**src/hdl/battery_filter_throttle_limiter_macros.svh**
```systemverilog
// Assertion macros shared by the battery filter and throttle limiter RTL.
`ifndef BATTERY_FILTER_THROTTLE_LIMITER_MACROS_SVH
`define BATTERY_FILTER_THROTTLE_LIMITER_MACROS_SVH

// Same-cycle implication under an active-low reset.
`define BFTL_ASSERT_IMP(label, clk, rst_n, pre, post) \
    label: assert property (@(posedge clk) disable iff (!rst_n) (pre) |-> (post)) \
        else $error("bftl assertion failed");

// Next-cycle implication under an active-low reset.
`define BFTL_ASSERT_NXT(label, clk, rst_n, pre, post) \
    label: assert property (@(posedge clk) disable iff (!rst_n) (pre) |=> (post)) \
        else $error("bftl assertion failed");

`endif

```
**src/hdl/bftl_pkg.sv**
```systemverilog
// Types, constants and microcode ROM for the battery filter and throttle limiter.
package bftl_pkg;

    localparam int VOLT_W     = 20;
    localparam int SCALE_W    = 24;
    localparam int CELLV_W    = 16;
    localparam int THR_W      = 16;
    localparam int ADC_W      = 12;
    localparam int CFG_IDX_W  = 3;
    localparam int CFG_DATA_W = 24;
    localparam int PRIME_W    = 8;
    localparam int MUL_W      = 24;
    localparam int PROD_W     = 2 * MUL_W;
    localparam int ACC_W      = 28;
    localparam int DIV_NUM_W  = 33;
    localparam int DIV_DEN_W  = 16;

    // Filter weights and divisor
    localparam int FILTER_DIV = 16;
    localparam int OLD_WEIGHT = 15;
    localparam int NEW_WEIGHT = 1;

    localparam logic [VOLT_W-1:0] VOLT_MAX = 20'hFFFFF;

    // Reset values
    localparam logic [SCALE_W-1:0] VOLT_SCALE_RST  = 24'd4803000;
    localparam logic [VOLT_W-1:0]  THREE_FLOOR_RST = 20'd88000;
    localparam logic [VOLT_W-1:0]  TWO_FLOOR_RST   = 20'd44000;
    localparam logic [CELLV_W-1:0] CUTOFF_RST      = 16'd30000;
    localparam logic [CELLV_W-1:0] LOW_MARK_RST    = 16'd33000;
    localparam logic [VOLT_W-1:0]  FILTERED_RST    = 20'd84000;

    localparam logic [1:0] CELLS_ONE   = 2'd1;
    localparam logic [1:0] CELLS_TWO   = 2'd2;
    localparam logic [1:0] CELLS_THREE = 2'd3;

    typedef enum logic [CFG_IDX_W-1:0] {
        REG_VOLT_SCALE  = 3'd0,
        REG_THREE_FLOOR = 3'd1,
        REG_TWO_FLOOR   = 3'd2,
        REG_CELL_CUTOFF = 3'd3,
        REG_CELL_LOW    = 3'd4
    } cfg_reg_t;

    typedef struct packed {
        logic                    command;
        logic [ADC_W-1:0]        adc_sample;
        logic signed [THR_W-1:0] throttle_demand;
        logic                    stick_high;
        logic signed [THR_W-1:0] throttle_floor;
    } in_item_t;

    typedef struct packed {
        logic signed [THR_W-1:0] throttle_out;
        logic [VOLT_W-1:0]       pack_voltage;
        logic [1:0]              cell_count;
        logic                    cells_known;
    } out_item_t;

    typedef struct packed {
        logic start;
    } div_ctl_t;

    typedef struct packed {
        logic busy;
    } div_sts_t;

    // Datapath operations, one per control word
    typedef enum logic [4:0] {
        OP_NOP,
        OP_MUL_RAW,
        OP_MUL_OLD,
        OP_MUL_NEW,
        OP_DIV_ACC,
        OP_FILTER,
        OP_LATCH,
        OP_DIV_CELL,
        OP_CELL,
        OP_COMPARE,
        OP_ABS,
        OP_MUL_SCALE,
        OP_DIV_SCALE,
        OP_SCALED,
        OP_FLOOR,
        OP_DEMAND,
        OP_DONE
    } op_t;

    // Jump conditions
    typedef enum logic [2:0] {
        C_NEVER,
        C_ALWAYS,
        C_CMD,
        C_DIV_BUSY,
        C_BELOW_CUT,
        C_NO_SCALE,
        C_OUT_FULL
    } cond_t;

    localparam int STEP_W = 5;

    localparam logic [STEP_W-1:0] UPC_DISPATCH   = 5'd0;
    localparam logic [STEP_W-1:0] UPC_MUL_RAW    = 5'd1;
    localparam logic [STEP_W-1:0] UPC_MUL_OLD    = 5'd2;
    localparam logic [STEP_W-1:0] UPC_MUL_NEW    = 5'd3;
    localparam logic [STEP_W-1:0] UPC_DIV_ACC    = 5'd4;
    localparam logic [STEP_W-1:0] UPC_WAIT_ACC   = 5'd5;
    localparam logic [STEP_W-1:0] UPC_FILTER     = 5'd6;
    localparam logic [STEP_W-1:0] UPC_LATCH      = 5'd7;
    localparam logic [STEP_W-1:0] UPC_THROTTLE   = 5'd8;
    localparam logic [STEP_W-1:0] UPC_WAIT_CELL  = 5'd9;
    localparam logic [STEP_W-1:0] UPC_CELL       = 5'd10;
    localparam logic [STEP_W-1:0] UPC_COMPARE    = 5'd11;
    localparam logic [STEP_W-1:0] UPC_ABS        = 5'd12;
    localparam logic [STEP_W-1:0] UPC_CHECK      = 5'd13;
    localparam logic [STEP_W-1:0] UPC_MUL_SCALE  = 5'd14;
    localparam logic [STEP_W-1:0] UPC_DIV_SCALE  = 5'd15;
    localparam logic [STEP_W-1:0] UPC_WAIT_SCALE = 5'd16;
    localparam logic [STEP_W-1:0] UPC_SCALED     = 5'd17;
    localparam logic [STEP_W-1:0] UPC_FLOOR      = 5'd18;
    localparam logic [STEP_W-1:0] UPC_DEMAND     = 5'd19;
    localparam logic [STEP_W-1:0] UPC_DONE       = 5'd20;

    typedef struct packed {
        op_t               op;
        cond_t             cond;
        logic [STEP_W-1:0] target;
    } uword_t;

    function automatic uword_t ucode(input logic [STEP_W-1:0] upc);
        uword_t w;
        w = '{OP_NOP, C_NEVER, UPC_DISPATCH};
        case (upc)
            UPC_DISPATCH:   w = '{OP_NOP,       C_CMD,       UPC_THROTTLE};
            UPC_MUL_RAW:    w = '{OP_MUL_RAW,   C_NEVER,     UPC_DISPATCH};
            UPC_MUL_OLD:    w = '{OP_MUL_OLD,   C_NEVER,     UPC_DISPATCH};
            UPC_MUL_NEW:    w = '{OP_MUL_NEW,   C_NEVER,     UPC_DISPATCH};
            UPC_DIV_ACC:    w = '{OP_DIV_ACC,   C_NEVER,     UPC_DISPATCH};
            UPC_WAIT_ACC:   w = '{OP_NOP,       C_NEVER,     UPC_DISPATCH};
            UPC_FILTER:     w = '{OP_FILTER,    C_NEVER,     UPC_DISPATCH};
            UPC_LATCH:      w = '{OP_LATCH,     C_ALWAYS,    UPC_DONE};
            UPC_THROTTLE:   w = '{OP_DIV_CELL,  C_NEVER,     UPC_DISPATCH};
            UPC_WAIT_CELL:  w = '{OP_NOP,       C_DIV_BUSY,  UPC_WAIT_CELL};
            UPC_CELL:       w = '{OP_CELL,      C_NEVER,     UPC_DISPATCH};
            UPC_COMPARE:    w = '{OP_COMPARE,   C_NEVER,     UPC_DISPATCH};
            UPC_ABS:        w = '{OP_ABS,       C_BELOW_CUT, UPC_FLOOR};
            UPC_CHECK:      w = '{OP_NOP,       C_NO_SCALE,  UPC_DEMAND};
            UPC_MUL_SCALE:  w = '{OP_MUL_SCALE, C_NEVER,     UPC_DISPATCH};
            UPC_DIV_SCALE:  w = '{OP_DIV_SCALE, C_NEVER,     UPC_DISPATCH};
            UPC_WAIT_SCALE: w = '{OP_NOP,       C_DIV_BUSY,  UPC_WAIT_SCALE};
            UPC_SCALED:     w = '{OP_SCALED,    C_ALWAYS,    UPC_DONE};
            UPC_FLOOR:      w = '{OP_FLOOR,     C_ALWAYS,    UPC_DONE};
            UPC_DEMAND:     w = '{OP_DEMAND,    C_NEVER,     UPC_DISPATCH};
            UPC_DONE:       w = '{OP_DONE,      C_OUT_FULL,  UPC_DONE};
            default:        w = '{OP_NOP,       C_NEVER,     UPC_DISPATCH};
        endcase
        return w;
    endfunction

endpackage

```
**src/hdl/battery_filter_throttle_limiter.sv**
```systemverilog
// Battery voltage filter, cell-count detector and throttle limiter, microcoded.
// A sample word updates the filter; a throttle request gives the floor (cutoff),
// the demand (pass-through) or a scaled-down throttle.
// The next word is taken the cycle after a result is loaded, one word at a time.
// The 33-step restoring divider is shared by the cell-voltage and scaling divisions.
// Reset (async, active low) restores the registers and filter state at once.
`include "battery_filter_throttle_limiter_macros.svh"

module battery_filter_throttle_limiter (
    input  logic                               clk,
    input  logic                               rst_n,
    input  logic                               in_valid,
    output logic                               in_ready,
    input  bftl_pkg::in_item_t                 in_data,
    output logic                               out_valid,
    input  logic                               out_ready,
    output bftl_pkg::out_item_t                out_data,
    input  logic                               cfg_wen,
    input  logic [bftl_pkg::CFG_IDX_W-1:0]     cfg_index,
    input  logic [bftl_pkg::CFG_DATA_W-1:0]    cfg_data
);

    localparam int VOLT_W  = bftl_pkg::VOLT_W;
    localparam int CELLV_W = bftl_pkg::CELLV_W;
    localparam int THR_W   = bftl_pkg::THR_W;
    localparam int PROD_W  = bftl_pkg::PROD_W;
    localparam int MUL_W   = bftl_pkg::MUL_W;
    localparam int ACC_W   = bftl_pkg::ACC_W;
    localparam int NUM_W   = bftl_pkg::DIV_NUM_W;
    localparam int DEN_W   = bftl_pkg::DIV_DEN_W;
    localparam int STEP_W  = bftl_pkg::STEP_W;
    localparam int PRIME_W = bftl_pkg::PRIME_W;

    // Configuration
    logic [bftl_pkg::SCALE_W-1:0] volt_scale_reg;
    logic [VOLT_W-1:0]            three_floor_reg;
    logic [VOLT_W-1:0]            two_floor_reg;
    logic [CELLV_W-1:0]           cutoff_reg;
    logic [CELLV_W-1:0]           low_mark_reg;

    // Filter state
    logic [VOLT_W-1:0]  fv_reg;
    logic [PRIME_W-1:0] prime_reg;
    logic [PRIME_W-1:0] prime_next;
    logic [1:0]         cells_reg;
    logic               latched_reg;

    // Sequencer
    logic               busy_reg;
    logic [STEP_W-1:0]  upc_reg;
    logic [STEP_W-1:0]  upc_next;
    bftl_pkg::uword_t   uword;
    bftl_pkg::op_t      op;
    logic               taken;
    logic               out_full;
    logic               fire_done;

    // Datapath
    bftl_pkg::in_item_t item_reg;
    logic [MUL_W-1:0]   mul_a;
    logic [MUL_W-1:0]   mul_b;
    logic [PROD_W-1:0]  prod_reg;
    logic [VOLT_W-1:0]  raw_reg;
    logic [ACC_W-1:0]   acc_reg;
    logic [ACC_W-1:0]   avg;
    logic [VOLT_W-1:0]  cell_reg;
    logic               below_reg;
    logic               noscale_reg;
    logic [CELLV_W-1:0] off_reg;
    logic [CELLV_W-1:0] range_reg;
    logic [THR_W:0]     dif_reg;
    logic [THR_W:0]     mag_reg;
    logic               neg_reg;
    logic [THR_W-1:0]   res_reg;
    logic [THR_W:0]     sq;

    bftl_pkg::div_ctl_t div_ctl;
    bftl_pkg::div_sts_t div_sts;
    logic [NUM_W-1:0]   div_numer;
    logic [DEN_W-1:0]   div_denom;
    logic [NUM_W-1:0]   div_quot;

    logic                out_valid_reg;
    bftl_pkg::out_item_t out_reg;

    assign in_ready  = !busy_reg;
    assign out_valid = out_valid_reg;
    assign out_data  = out_reg;

    assign uword     = bftl_pkg::ucode(upc_reg);
    assign op        = busy_reg ? uword.op : bftl_pkg::OP_NOP;
    assign out_full  = out_valid_reg && !out_ready;
    assign fire_done = (op == bftl_pkg::OP_DONE) && !out_full;

    always_comb
    begin
        unique case (uword.cond)
            bftl_pkg::C_NEVER:     taken = 1'b0;
            bftl_pkg::C_ALWAYS:    taken = 1'b1;
            bftl_pkg::C_CMD:       taken = item_reg.command;
            bftl_pkg::C_DIV_BUSY:  taken = div_sts.busy;
            bftl_pkg::C_BELOW_CUT: taken = below_reg;
            bftl_pkg::C_NO_SCALE:  taken = noscale_reg;
            bftl_pkg::C_OUT_FULL:  taken = out_full;
            default:               taken = 1'b0;
        endcase
        upc_next = taken ? uword.target : upc_reg + STEP_W'(1);
    end

    // Shared multiplier operand select
    always_comb
    begin
        unique case (op)
            bftl_pkg::OP_MUL_RAW:
            begin
                mul_a = MUL_W'(item_reg.adc_sample);
                mul_b = volt_scale_reg;
            end
            bftl_pkg::OP_MUL_OLD:
            begin
                mul_a = MUL_W'(fv_reg);
                mul_b = MUL_W'(bftl_pkg::OLD_WEIGHT);
            end
            bftl_pkg::OP_MUL_NEW:
            begin
                mul_a = MUL_W'(raw_reg);
                mul_b = MUL_W'(bftl_pkg::NEW_WEIGHT);
            end
            bftl_pkg::OP_MUL_SCALE:
            begin
                mul_a = MUL_W'(off_reg);
                mul_b = MUL_W'(mag_reg);
            end
            default:
            begin
                mul_a = '0;
                mul_b = '0;
            end
        endcase
    end

    // Shared divider operand select
    always_comb
    begin
        div_ctl.start = 1'b0;
        div_numer     = '0;
        div_denom     = '0;
        unique case (op)
            bftl_pkg::OP_DIV_CELL:
            begin
                div_ctl.start = 1'b1;
                div_numer     = NUM_W'(fv_reg);
                div_denom     = DEN_W'(cells_reg);
            end
            bftl_pkg::OP_DIV_SCALE:
            begin
                div_ctl.start = 1'b1;
                div_numer     = prod_reg[NUM_W-1:0];
                div_denom     = range_reg;
            end
            default:
            begin
                div_ctl.start = 1'b0;
            end
        endcase
    end

    bftl_div u_div (
        .clk   (clk),
        .rst_n (rst_n),
        .ctl   (div_ctl),
        .numer (div_numer),
        .denom (div_denom),
        .sts   (div_sts),
        .quot  (div_quot)
    );

    assign prime_next = (prime_reg < PRIME_W'(bftl_pkg::FILTER_DIV))
                        ? prime_reg + PRIME_W'(1) : prime_reg;

    // Filter divisor is a power of two: a plain shift
    assign avg = acc_reg / ACC_W'(bftl_pkg::FILTER_DIV);

    // Signed quotient, truncated toward zero
    assign sq = neg_reg ? ((THR_W + 1)'(0) - div_quot[THR_W:0]) : div_quot[THR_W:0];

    // Control and filter state
    always_ff @(posedge clk or negedge rst_n)
    begin
        if (!rst_n)
        begin
            volt_scale_reg  <= bftl_pkg::VOLT_SCALE_RST;
            three_floor_reg <= bftl_pkg::THREE_FLOOR_RST;
            two_floor_reg   <= bftl_pkg::TWO_FLOOR_RST;
            cutoff_reg      <= bftl_pkg::CUTOFF_RST;
            low_mark_reg    <= bftl_pkg::LOW_MARK_RST;
            fv_reg          <= bftl_pkg::FILTERED_RST;
            prime_reg       <= '0;
            cells_reg       <= bftl_pkg::CELLS_ONE;
            latched_reg     <= 1'b0;
            busy_reg        <= 1'b0;
            upc_reg         <= bftl_pkg::UPC_DISPATCH;
            out_valid_reg   <= 1'b0;
        end
        else
        begin
            if (cfg_wen)
            begin
                unique case (bftl_pkg::cfg_reg_t'(cfg_index))
                    bftl_pkg::REG_VOLT_SCALE:  volt_scale_reg  <= cfg_data;
                    bftl_pkg::REG_THREE_FLOOR: three_floor_reg <= cfg_data[VOLT_W-1:0];
                    bftl_pkg::REG_TWO_FLOOR:   two_floor_reg   <= cfg_data[VOLT_W-1:0];
                    bftl_pkg::REG_CELL_CUTOFF: cutoff_reg      <= cfg_data[CELLV_W-1:0];
                    bftl_pkg::REG_CELL_LOW:    low_mark_reg    <= cfg_data[CELLV_W-1:0];
                    default:                   ;
                endcase
            end

            if (op == bftl_pkg::OP_FILTER)
            begin
                // saturate the averaged voltage
                fv_reg <= (|avg[ACC_W-1:VOLT_W]) ? bftl_pkg::VOLT_MAX : avg[VOLT_W-1:0];
            end

            if ((op == bftl_pkg::OP_LATCH) && !latched_reg)
            begin
                prime_reg <= prime_next;
                if (prime_next >= PRIME_W'(bftl_pkg::FILTER_DIV))
                begin
                    latched_reg <= 1'b1;
                    if (fv_reg > three_floor_reg)
                    begin
                        cells_reg <= bftl_pkg::CELLS_THREE;
                    end
                    else if (fv_reg > two_floor_reg)
                    begin
                        cells_reg <= bftl_pkg::CELLS_TWO;
                    end
                    else
                    begin
                        cells_reg <= bftl_pkg::CELLS_ONE;
                    end
                end
            end

            if (in_valid && !busy_reg)
            begin
                busy_reg <= 1'b1;
                upc_reg  <= bftl_pkg::UPC_DISPATCH;
            end
            else if (fire_done)
            begin
                busy_reg <= 1'b0;
                upc_reg  <= bftl_pkg::UPC_DISPATCH;
            end
            else if (busy_reg)
            begin
                upc_reg <= upc_next;
            end

            if (fire_done)
            begin
                out_valid_reg <= 1'b1;
            end
            else if (out_ready)
            begin
                out_valid_reg <= 1'b0;
            end
        end
    end

    // Datapath payload
    always_ff @(posedge clk)
    begin
        if (in_valid && !busy_reg)
        begin
            item_reg <= in_data;
        end

        unique case (op)
            bftl_pkg::OP_MUL_RAW:
            begin
                prod_reg <= mul_a * mul_b;
            end
            bftl_pkg::OP_MUL_OLD:
            begin
                raw_reg  <= prod_reg[VOLT_W+15:16];
                prod_reg <= mul_a * mul_b;
            end
            bftl_pkg::OP_MUL_NEW:
            begin
                acc_reg  <= prod_reg[ACC_W-1:0];
                prod_reg <= mul_a * mul_b;
            end
            bftl_pkg::OP_DIV_ACC:
            begin
                acc_reg <= acc_reg + prod_reg[ACC_W-1:0];
            end
            bftl_pkg::OP_MUL_SCALE:
            begin
                prod_reg <= mul_a * mul_b;
            end
            bftl_pkg::OP_CELL:
            begin
                cell_reg <= div_quot[VOLT_W-1:0];
            end
            bftl_pkg::OP_COMPARE:
            begin
                below_reg   <= VOLT_W'(cutoff_reg) > cell_reg;
                noscale_reg <= !((VOLT_W'(low_mark_reg) > cell_reg) && item_reg.stick_high);
                off_reg     <= cell_reg[CELLV_W-1:0] - cutoff_reg;
                range_reg   <= low_mark_reg - cutoff_reg;
                dif_reg     <= {item_reg.throttle_demand[THR_W-1], item_reg.throttle_demand}
                             - {item_reg.throttle_floor[THR_W-1], item_reg.throttle_floor};
            end
            bftl_pkg::OP_ABS:
            begin
                neg_reg <= dif_reg[THR_W];
                mag_reg <= dif_reg[THR_W] ? ((THR_W + 1)'(0) - dif_reg) : dif_reg;
            end
            bftl_pkg::OP_SCALED:
            begin
                res_reg <= item_reg.throttle_floor + sq[THR_W-1:0];
            end
            bftl_pkg::OP_FLOOR:
            begin
                res_reg <= item_reg.throttle_floor;
            end
            bftl_pkg::OP_DEMAND:
            begin
                res_reg <= item_reg.throttle_demand;
            end
            default:
            begin
            end
        endcase

        if (fire_done)
        begin
            out_reg.throttle_out <= item_reg.command ? res_reg : '0;
            out_reg.pack_voltage <= fv_reg;
            out_reg.cell_count   <= cells_reg;
            out_reg.cells_known  <= latched_reg;
        end
    end

    `BFTL_ASSERT_NXT(a_accept_starts, clk, rst_n, in_valid && in_ready, busy_reg)
    `BFTL_ASSERT_IMP(a_div_idle, clk, rst_n, !busy_reg, !div_sts.busy)
    `BFTL_ASSERT_NXT(a_latch_holds, clk, rst_n, latched_reg, latched_reg && $stable(cells_reg))
    `BFTL_ASSERT_IMP(a_prime_bound, clk, rst_n, 1'b1, prime_reg <= PRIME_W'(bftl_pkg::FILTER_DIV) && cells_reg != 2'd0)

endmodule

```
**src/hdl/bftl_div.sv**
```systemverilog
// Restoring unsigned divider, one quotient bit per cycle.
module bftl_div (
    input  logic                             clk,
    input  logic                             rst_n,
    input  bftl_pkg::div_ctl_t               ctl,
    input  logic [bftl_pkg::DIV_NUM_W-1:0]   numer,
    input  logic [bftl_pkg::DIV_DEN_W-1:0]   denom,
    output bftl_pkg::div_sts_t               sts,
    output logic [bftl_pkg::DIV_NUM_W-1:0]   quot
);

    localparam int NUM_W = bftl_pkg::DIV_NUM_W;
    localparam int DEN_W = bftl_pkg::DIV_DEN_W;
    localparam int CNT_W = $clog2(NUM_W);
    localparam logic [CNT_W-1:0] CNT_LAST = CNT_W'(NUM_W - 1);

    logic             busy_reg;
    logic [CNT_W-1:0] cnt_reg;
    logic [DEN_W-1:0] rem_reg;
    logic [DEN_W-1:0] rem_next;
    logic [NUM_W-1:0] quo_reg;
    logic [NUM_W-1:0] quo_next;
    logic [DEN_W-1:0] den_reg;
    logic [DEN_W:0]   rem_sh;
    logic [DEN_W:0]   trial;

    always_comb
    begin
        rem_sh = {rem_reg, quo_reg[NUM_W-1]};
        trial  = rem_sh - {1'b0, den_reg};
        if (!trial[DEN_W])
        begin
            rem_next = trial[DEN_W-1:0];
            quo_next = {quo_reg[NUM_W-2:0], 1'b1};
        end
        else
        begin
            rem_next = rem_sh[DEN_W-1:0];
            quo_next = {quo_reg[NUM_W-2:0], 1'b0};
        end
    end

    always_ff @(posedge clk or negedge rst_n)
    begin
        if (!rst_n)
        begin
            busy_reg <= 1'b0;
            cnt_reg  <= '0;
        end
        else if (ctl.start)
        begin
            busy_reg <= 1'b1;
            cnt_reg  <= '0;
        end
        else if (busy_reg)
        begin
            cnt_reg <= cnt_reg + CNT_W'(1);
            if (cnt_reg == CNT_LAST)
            begin
                busy_reg <= 1'b0;
            end
        end
    end

    always_ff @(posedge clk)
    begin
        if (ctl.start)
        begin
            rem_reg <= '0;
            quo_reg <= numer;
            den_reg <= denom;
        end
        else if (busy_reg)
        begin
            rem_reg <= rem_next;
            quo_reg <= quo_next;
        end
    end

    assign sts.busy = busy_reg;
    assign quot     = quo_reg;

endmodule

```
**config.mk**
```make
export PLATFORM = sky130hd
export DESIGN_NAME = battery_filter_throttle_limiter
export DESIGN_NICKNAME = d
export VERILOG_FILES = /design/src/hdl/bftl_pkg.sv /design/src/hdl/battery_filter_throttle_limiter.sv /design/src/hdl/bftl_div.sv
export VERILOG_INCLUDE_DIRS = /design/src /design/src/hdl
export SDC_FILE = /design/constraint.sdc
export NUM_CORES = 2
export LEC_CHECK = 0
export BUFFER_PORTS_ARGS = -buffer_cell sky130_fd_sc_hd__buf_4
export CAP_MARGIN = 20
export CORE_MARGIN = 2
export CORE_UTILIZATION = 52
export CTS_BUF_LIST = sky130_fd_sc_hd__clkbuf_4 sky130_fd_sc_hd__clkbuf_8
export CTS_CLUSTER_DIAMETER = 150
export DETAILED_ROUTE_END_ITERATION = 10
export PLACE_DENSITY_LB_ADDON = 0.1
export SYNTH_ARGS = -nofsm -noshare
export SYNTH_HDL_FRONTEND = slang
export SYNTH_SLANG_ARGS = --single-unit
```
**constraint.sdc**
```tcl
create_clock -name clk -period 7.7 [get_ports clk]
set_input_delay 0.385 -clock clk [delete_from_list [all_inputs] [get_ports clk]]
set_output_delay 0.385 -clock clk [all_outputs]
set_load 0.02 [all_outputs]
```
[Word-level counts from Yosys, hierarchy flattened]
Memory sizes are Yosys's and may differ from the RTL's.
Cells that the tools add are included.
Storage, ports and cells
  register bits: 480
  memory bits (read-only): 416
  bits of input ports: 78
  output and inout bits: 41
  logic and storage cells: 143
  memories: 1
Memory list
  (no name shown): depth 32, width 13, read ports 1, clocked after memory_dff 0, write ports 0, RTL line bftl_pkg.sv:133  | case (upc)
Operators by class
  add/sub/neg operators: 11
  multipliers: 1
  magnitude comparators: 6
  equal/unequal tests: 27
  multiplexer cells: 32
  reduce and logical (&&, ||, !) cells: 26
Operators with widths (number)
  $pmux 24 s4: 1
  $pmux 20 s4: 1
  $mux 33: 2
  $pmux 33 s2: 1
  $pmux 28 s2: 1
  $mux 16: 3
  $pmux 16 s3: 1
  $eq 5x4->1 const B: 8
  $gt 16x20->1: 2
  $gt 20x20->1: 2
  $mul 20x24->36: 1
  $pmux 16 s2: 1
  $sub 16x16->16: 2
  $add 28x28->28: 1
  $mux 5: 5
  $eq 5x3->1 const B: 4
  $mux 20: 1
  $sub 1x17->17 const A: 1
  $sub 16x16->17: 1
  $sub 17x16->17: 1
  $add 16x16->16: 1
  $sub 1x16->16 const A: 1
  $eq 3x2->1 const B: 4
  $eq 3x3->1 const B: 4
  23 further kinds: 53

[Logic depth before layout (Yosys ltp)]
  depth in word-level cells: 7
  mapped depth: 38
  mapped depth without buffers: 35

[Modules after synthesis]
Synthesis repeated with hierarchy kept, for this count alone.
Second synthesis, totals
  cells, all modules: 3877
  area, all modules: 39455.3 um2
Modules (own cells, without submodules)
  battery_filter_throttle_limiter: instances 1, cells an instance 3561, area an instance 35651.7 um2, seq. area each 11634.9 um2
  bftl_div: instances 1, cells an instance 316, area an instance 3803.6 um2, seq. area each 1966.9 um2

[Worst setup path before layout]
OpenSTA, ideal clock, no wires.
  kind: reg-to-reg
  from: register upc_reg[0]
  to: register prod_reg[35] (data pin)
  library setup time: 0.260 ns
  arrival: 8.302 ns
  data required time: 7.440 ns
  setup slack: -0.862 ns
  stages on the path, launching flop included: 38
  buffers on the path: 3
  clock period less this slack: 8.562 ns
  cells stage by stage: dfrtp_1 inv_1 ha_1 mux4_2 a21oi_2 nor2_4 nand2_1 nor3_1 buf_4 a22oi_1 and2_1 buf_2 buf_2 nor2_1 fa_1 fa_1 inv_1 fa_1 [... 2 more ...] inv_1 fa_1 inv_1 fa_1 inv_1 fa_1 inv_1 ha_1 nand4_1 a211oi_1 a221oi_2 o21ai_1 o31a_1 a211oi_2 o31ai_1 a31o_1 a21oi_1 xnor2_1
Between the ends
  cells in the longest elaborated chain, start to end: 5
  elaborated cells between the ends (all ways): 9
  classes of those cells: 1 x mul; 4 x eq/ne; 3 x mux; 1 x memory
RTL lines
  start: declaration: RTL line battery_filter_throttle_limiter.sv:50  | logic [STEP_W-1:0] upc_reg;
  start signal: assignment: RTL line battery_filter_throttle_limiter.sv:202  | upc_reg <= bftl_pkg::UPC_DISPATCH;
  start signal: assignment: RTL line battery_filter_throttle_limiter.sv:249  | upc_reg <= bftl_pkg::UPC_DISPATCH;
  start signal: assignment: RTL line battery_filter_throttle_limiter.sv:254  | upc_reg <= bftl_pkg::UPC_DISPATCH;
  $mem_v2 32x13 *
  $mux 5 *: RTL line battery_filter_throttle_limiter.sv:91  | assign op = busy_reg ? uword.op : bftl_pkg::OP_NOP;
  $eq 5x4->1, or another cell as far along: RTL line battery_filter_throttle_limiter.sv:113, battery_filter_throttle_limiter.sv:280
  $pmux 20 s4 / $pmux 24 s4 (equally long branches): RTL line battery_filter_throttle_limiter.sv:113  | unique case (op)
  $mul 20x24->36 *
  end signal: assignment: RTL line battery_filter_throttle_limiter.sv:283  | prod_reg <= mul_a * mul_b;
  end signal: assignment: RTL line battery_filter_throttle_limiter.sv:288  | prod_reg <= mul_a * mul_b;
  end signal: assignment: RTL line battery_filter_throttle_limiter.sv:293  | prod_reg <= mul_a * mul_b;
  end: declaration: RTL line battery_filter_throttle_limiter.sv:62  | logic [PROD_W-1:0] prod_reg;
Every way passes the cells marked *; elsewhere a longest branch is shown, timed or not.
A chain may end at the register's enable or synchronous reset.

[Worst setup path in the final report]
  from: register upc_reg[0]
  to: register prod_reg[29] (data pin)
Same word-level chain as after synthesis.

==> reports/results.txt <==
most common cell in the netlist -> inv_1
max-cap violations -> 0
Inst Count DP -> 5157
CTS Sinks -> 480
critical path capture point type -> flip-flop
R2R Setup Slk -> -0.74 ns
number of flip-flops in the largest register -> 46
Fin. Hold Viols -> 0
Die Y-Extent -> 277 um
worst stage delay on the critical path -> 0.62 ns
core area -> 74200 um^2
antenna viol nets, final -> 0
CTS buffer count -> 86
first-pass GRT wire length -> 181 mm
share of cells above drive strength 1 -> 21.9%
VDD IR max -> 0.303 mV
Final Max Slew Viols -> 0
initial DRC count -> 2297
synth unique cells -> 89
Worst EP arrival -> 8.87 ns
crit path time final -> 8.44 ns
Final setup viols -> 18
clock-pin slew on the worst setup and hold paths -> 0.06 ns
Slew HR -> 29.8%
fin nets -> 5166
Worst Hold Class -> primary input to flip-flop
Yosys warning count -> 0
top cell type's share of synthesized area -> 25.0%
RR Endpoint -> prod_reg[29]$_DFFE_PP_
most used cell, CP -> fa_1
Residual DRC -> 0
io pins -> 119
aggregate global-route resource usage -> 31.3%
clock skew -> 0.0463 ns
failing checks -> setup timing
vias -> 29600
critical setup path kind -> flip-flop to flip-flop
crit start category -> flip-flop
RR Startpoint -> upc_reg[0]$_DFFE_PN0P_
Crit path required time -> 8.13 ns
status -> finished, violations left
CTS max path bufs -> 3
Mapped Cells -> 3789
vias in the first global route -> 30400
reg2reg path depth -> 34
min-delay src -> cfg_data[21]
WL/cell -> 21.3 um
die footprint -> 76900 um^2
CP max stage cell -> fa_2
Root Driver -> clkbuf_8
DRT Pass-1 Iters -> 6
Worst Hold Path Cells -> 2
synthesized area -> 38900 um^2
post-synthesis register bit count -> 480
row count -> 100
Synth top cells by count -> inv_1 (590), nand2_1 (426), fa_1 (372), nor2_1 (325), edfxtp_1 (323)
width of the die -> 277 um
FFs w/ async S/R, synth -> 29.4%
post-synthesis sequential area ratio -> 35.0%
Power Total -> 0.0200 W
total global routing overflow -> 0
Pleak -> 21.9 nW
mean cell area of the mapped netlist -> 10.3 um^2
Peak Freq -> 0.118 GHz
cell taking the most area after synthesis -> edfxtp_1
initial antenna violation count -> 5
Starting Density -> 52.4%
non-filler cells, final -> 5457
WHS -> 0.0379 ns
ys flop type -> edfxtp_1
WL final -> 116 mm
final setup margin -> -0.743 ns
Avg Vias per Cell -> 5.42
Area Growth Syn to Fin -> 22.2%
largest net degree at the start of global routing -> 74
Port Buf Inserts -> 118
Post-synth EDFFs -> 323
Worst Path Max Fanout -> 10
Skew-Pair Late Insertion Delay -> 0.69 ns
top post-synthesis cells by area -> edfxtp_1 (25%), fa_1 (19%), ha_1 (9.7%)
H-tree levels -> 3
Tightest Pin Transition -> 1.05 ns
HPWL Detailed -> 92.3 mm
CTS tree -> built
Hold Path End -> volt_scale_reg[21]$_DFFE_PN0P_
RSZ-0062 raised after global routing -> true
GPL Wtd Cong -> 0.990
final period utilization -> 110%
Pwr per Cell Area -> 422 nW/um^2
-- worst max path at each step --
stage	endpoint	startpoint	slack, ns	cells after the start
after global routing	prod_reg[34]$_DFFE_PP_	upc_reg[0]$_DFFE_PN0P_	-1.04	37
after global placement	prod_reg[35]$_DFFE_PP_	upc_reg[0]$_DFFE_PN0P_	-0.84	33
final	prod_reg[29]$_DFFE_PP_	upc_reg[0]$_DFFE_PN0P_	-0.74	34
after CTS	prod_reg[34]$_DFFE_PP_	upc_reg[1]$_DFFE_PN0P_	-0.67	36
after detailed placement	prod_reg[35]$_DFFE_PP_	upc_reg[0]$_DFFE_PN0P_	-0.89	32
after floorplan	prod_reg[35]$_DFFE_PP_	upc_reg[1]$_DFFE_PN0P_	-0.39	37
-- logic make-up (layout without fill, tap and decap cells) --
kind of cell             Yosys count  in the layout  synth area share [%]
AND/OR/NAND/NOR                 1042           1042                  11.9
other                              2             74                0.0193
multiplexers                      81             81                  2.33
XOR/XNOR                         155            155                  3.49
AO/OA/AOI/OAI                    644            644                  11.1
flip-flops                       480            480                  35.0
buffers and inverters            713           1340                  7.28
adder cells (fa/ha/maj)          672            672                  28.8
-- critical path: cells and delay by family, from the launching register on --
kind	cells	cell delay (ns)
fa+ha+maj	9	4.02
compound gates	10	1.73
buf+inv	10	1.00
mux	1	0.48
flops	1	0.44
simple gates	3	0.41
xor+xnor	1	0.09
-- cell type report --
type                            count  area [um^2]
Inverter                          590         2220
Clock buffer                      124         1540
Multi-Input combinational cell   2666        23500
Fill cell                        6141        26700
Clock inverter                     34          389
Sequential cell                   480        13600
Antenna cell                        2         5.00
Timing Repair Buffer              592         4990
Tap cell                          969         1210
-- per-stage QoR --
step | TNS (ns) | worst slack (ns) | util, % | instance area [um^2]
global route | -15.77 | -1.04 | 64.0 | 47500
global placement | -10.11 | -0.844 | 58.8 | 43600
CTS | -7.66 | -0.665 | 63.7 | 47300
finish | -9.48 | -0.743 | 64.0 | 47500
floorplan | -1.61 | -0.386 | - | 39500
detailed placement | -10.35 | -0.885 | 58.8 | 43600
-- per-layer routing --
layer | up-vias | share of wire [%] | track usage, %
met5 | - | 0.011 | 0
met4 | 2 | 3.4 | 9.67
met3 | 204 | 9.2 | 7.69
met2 | 1035 | 42 | 46.1
met1 | 14600 | 45 | 45.6
li1 | 13800 | - | -
-- report_power, final --
group	switching, W	internal (W)
Clock	0.00113	0.00153
Sequential	0.000778	0.00408
Combinational	0.00711	0.00542
Total	0.00901	0.0110
-- cells in the final DEF, fill, tap and decap left out, types with 23 or more instances in the layout --
master	synthesis	routed
inv_1	590	577
buf_4	18	469
nand2_1	426	419
fa_1	372	358
edfxtp_1	323	323
nor2_1	325	292
ha_1	300	286
o21ai_0	184	177
a21oi_1	130	118
xnor2_1	113	110
clkbuf_8	0	97
dfrtp_1	98	95
conb_1	2	72
dlygate4sd3_1	0	69
mux2_2	64	64
a21o_1	56	56
and2_1	54	47
dfstp_2	43	43
xor2_1	42	41
a22oi_1	60	39
nor3_1	42	37
nand2b_1	35	35
nor2b_1	36	35
buf_6	5	35
nand3_1	32	31
o21a_1	30	29
clkbuf_4	0	27
a22oi_2	5	26
a22o_1	31	23
nor2_2	0	23
-- what timing repair did --
item                                    4_1_cts  5_1_grt
endpoints found under the setup margin       21       24
hold buffers                                 69        0
gates resized for setup                     137       33
cloned                                        4        0
hold endpoints to repair                    144        0
buffers inserted                             54       14
pin swaps                                    66       21
Power figures use the tool's default switching activity.
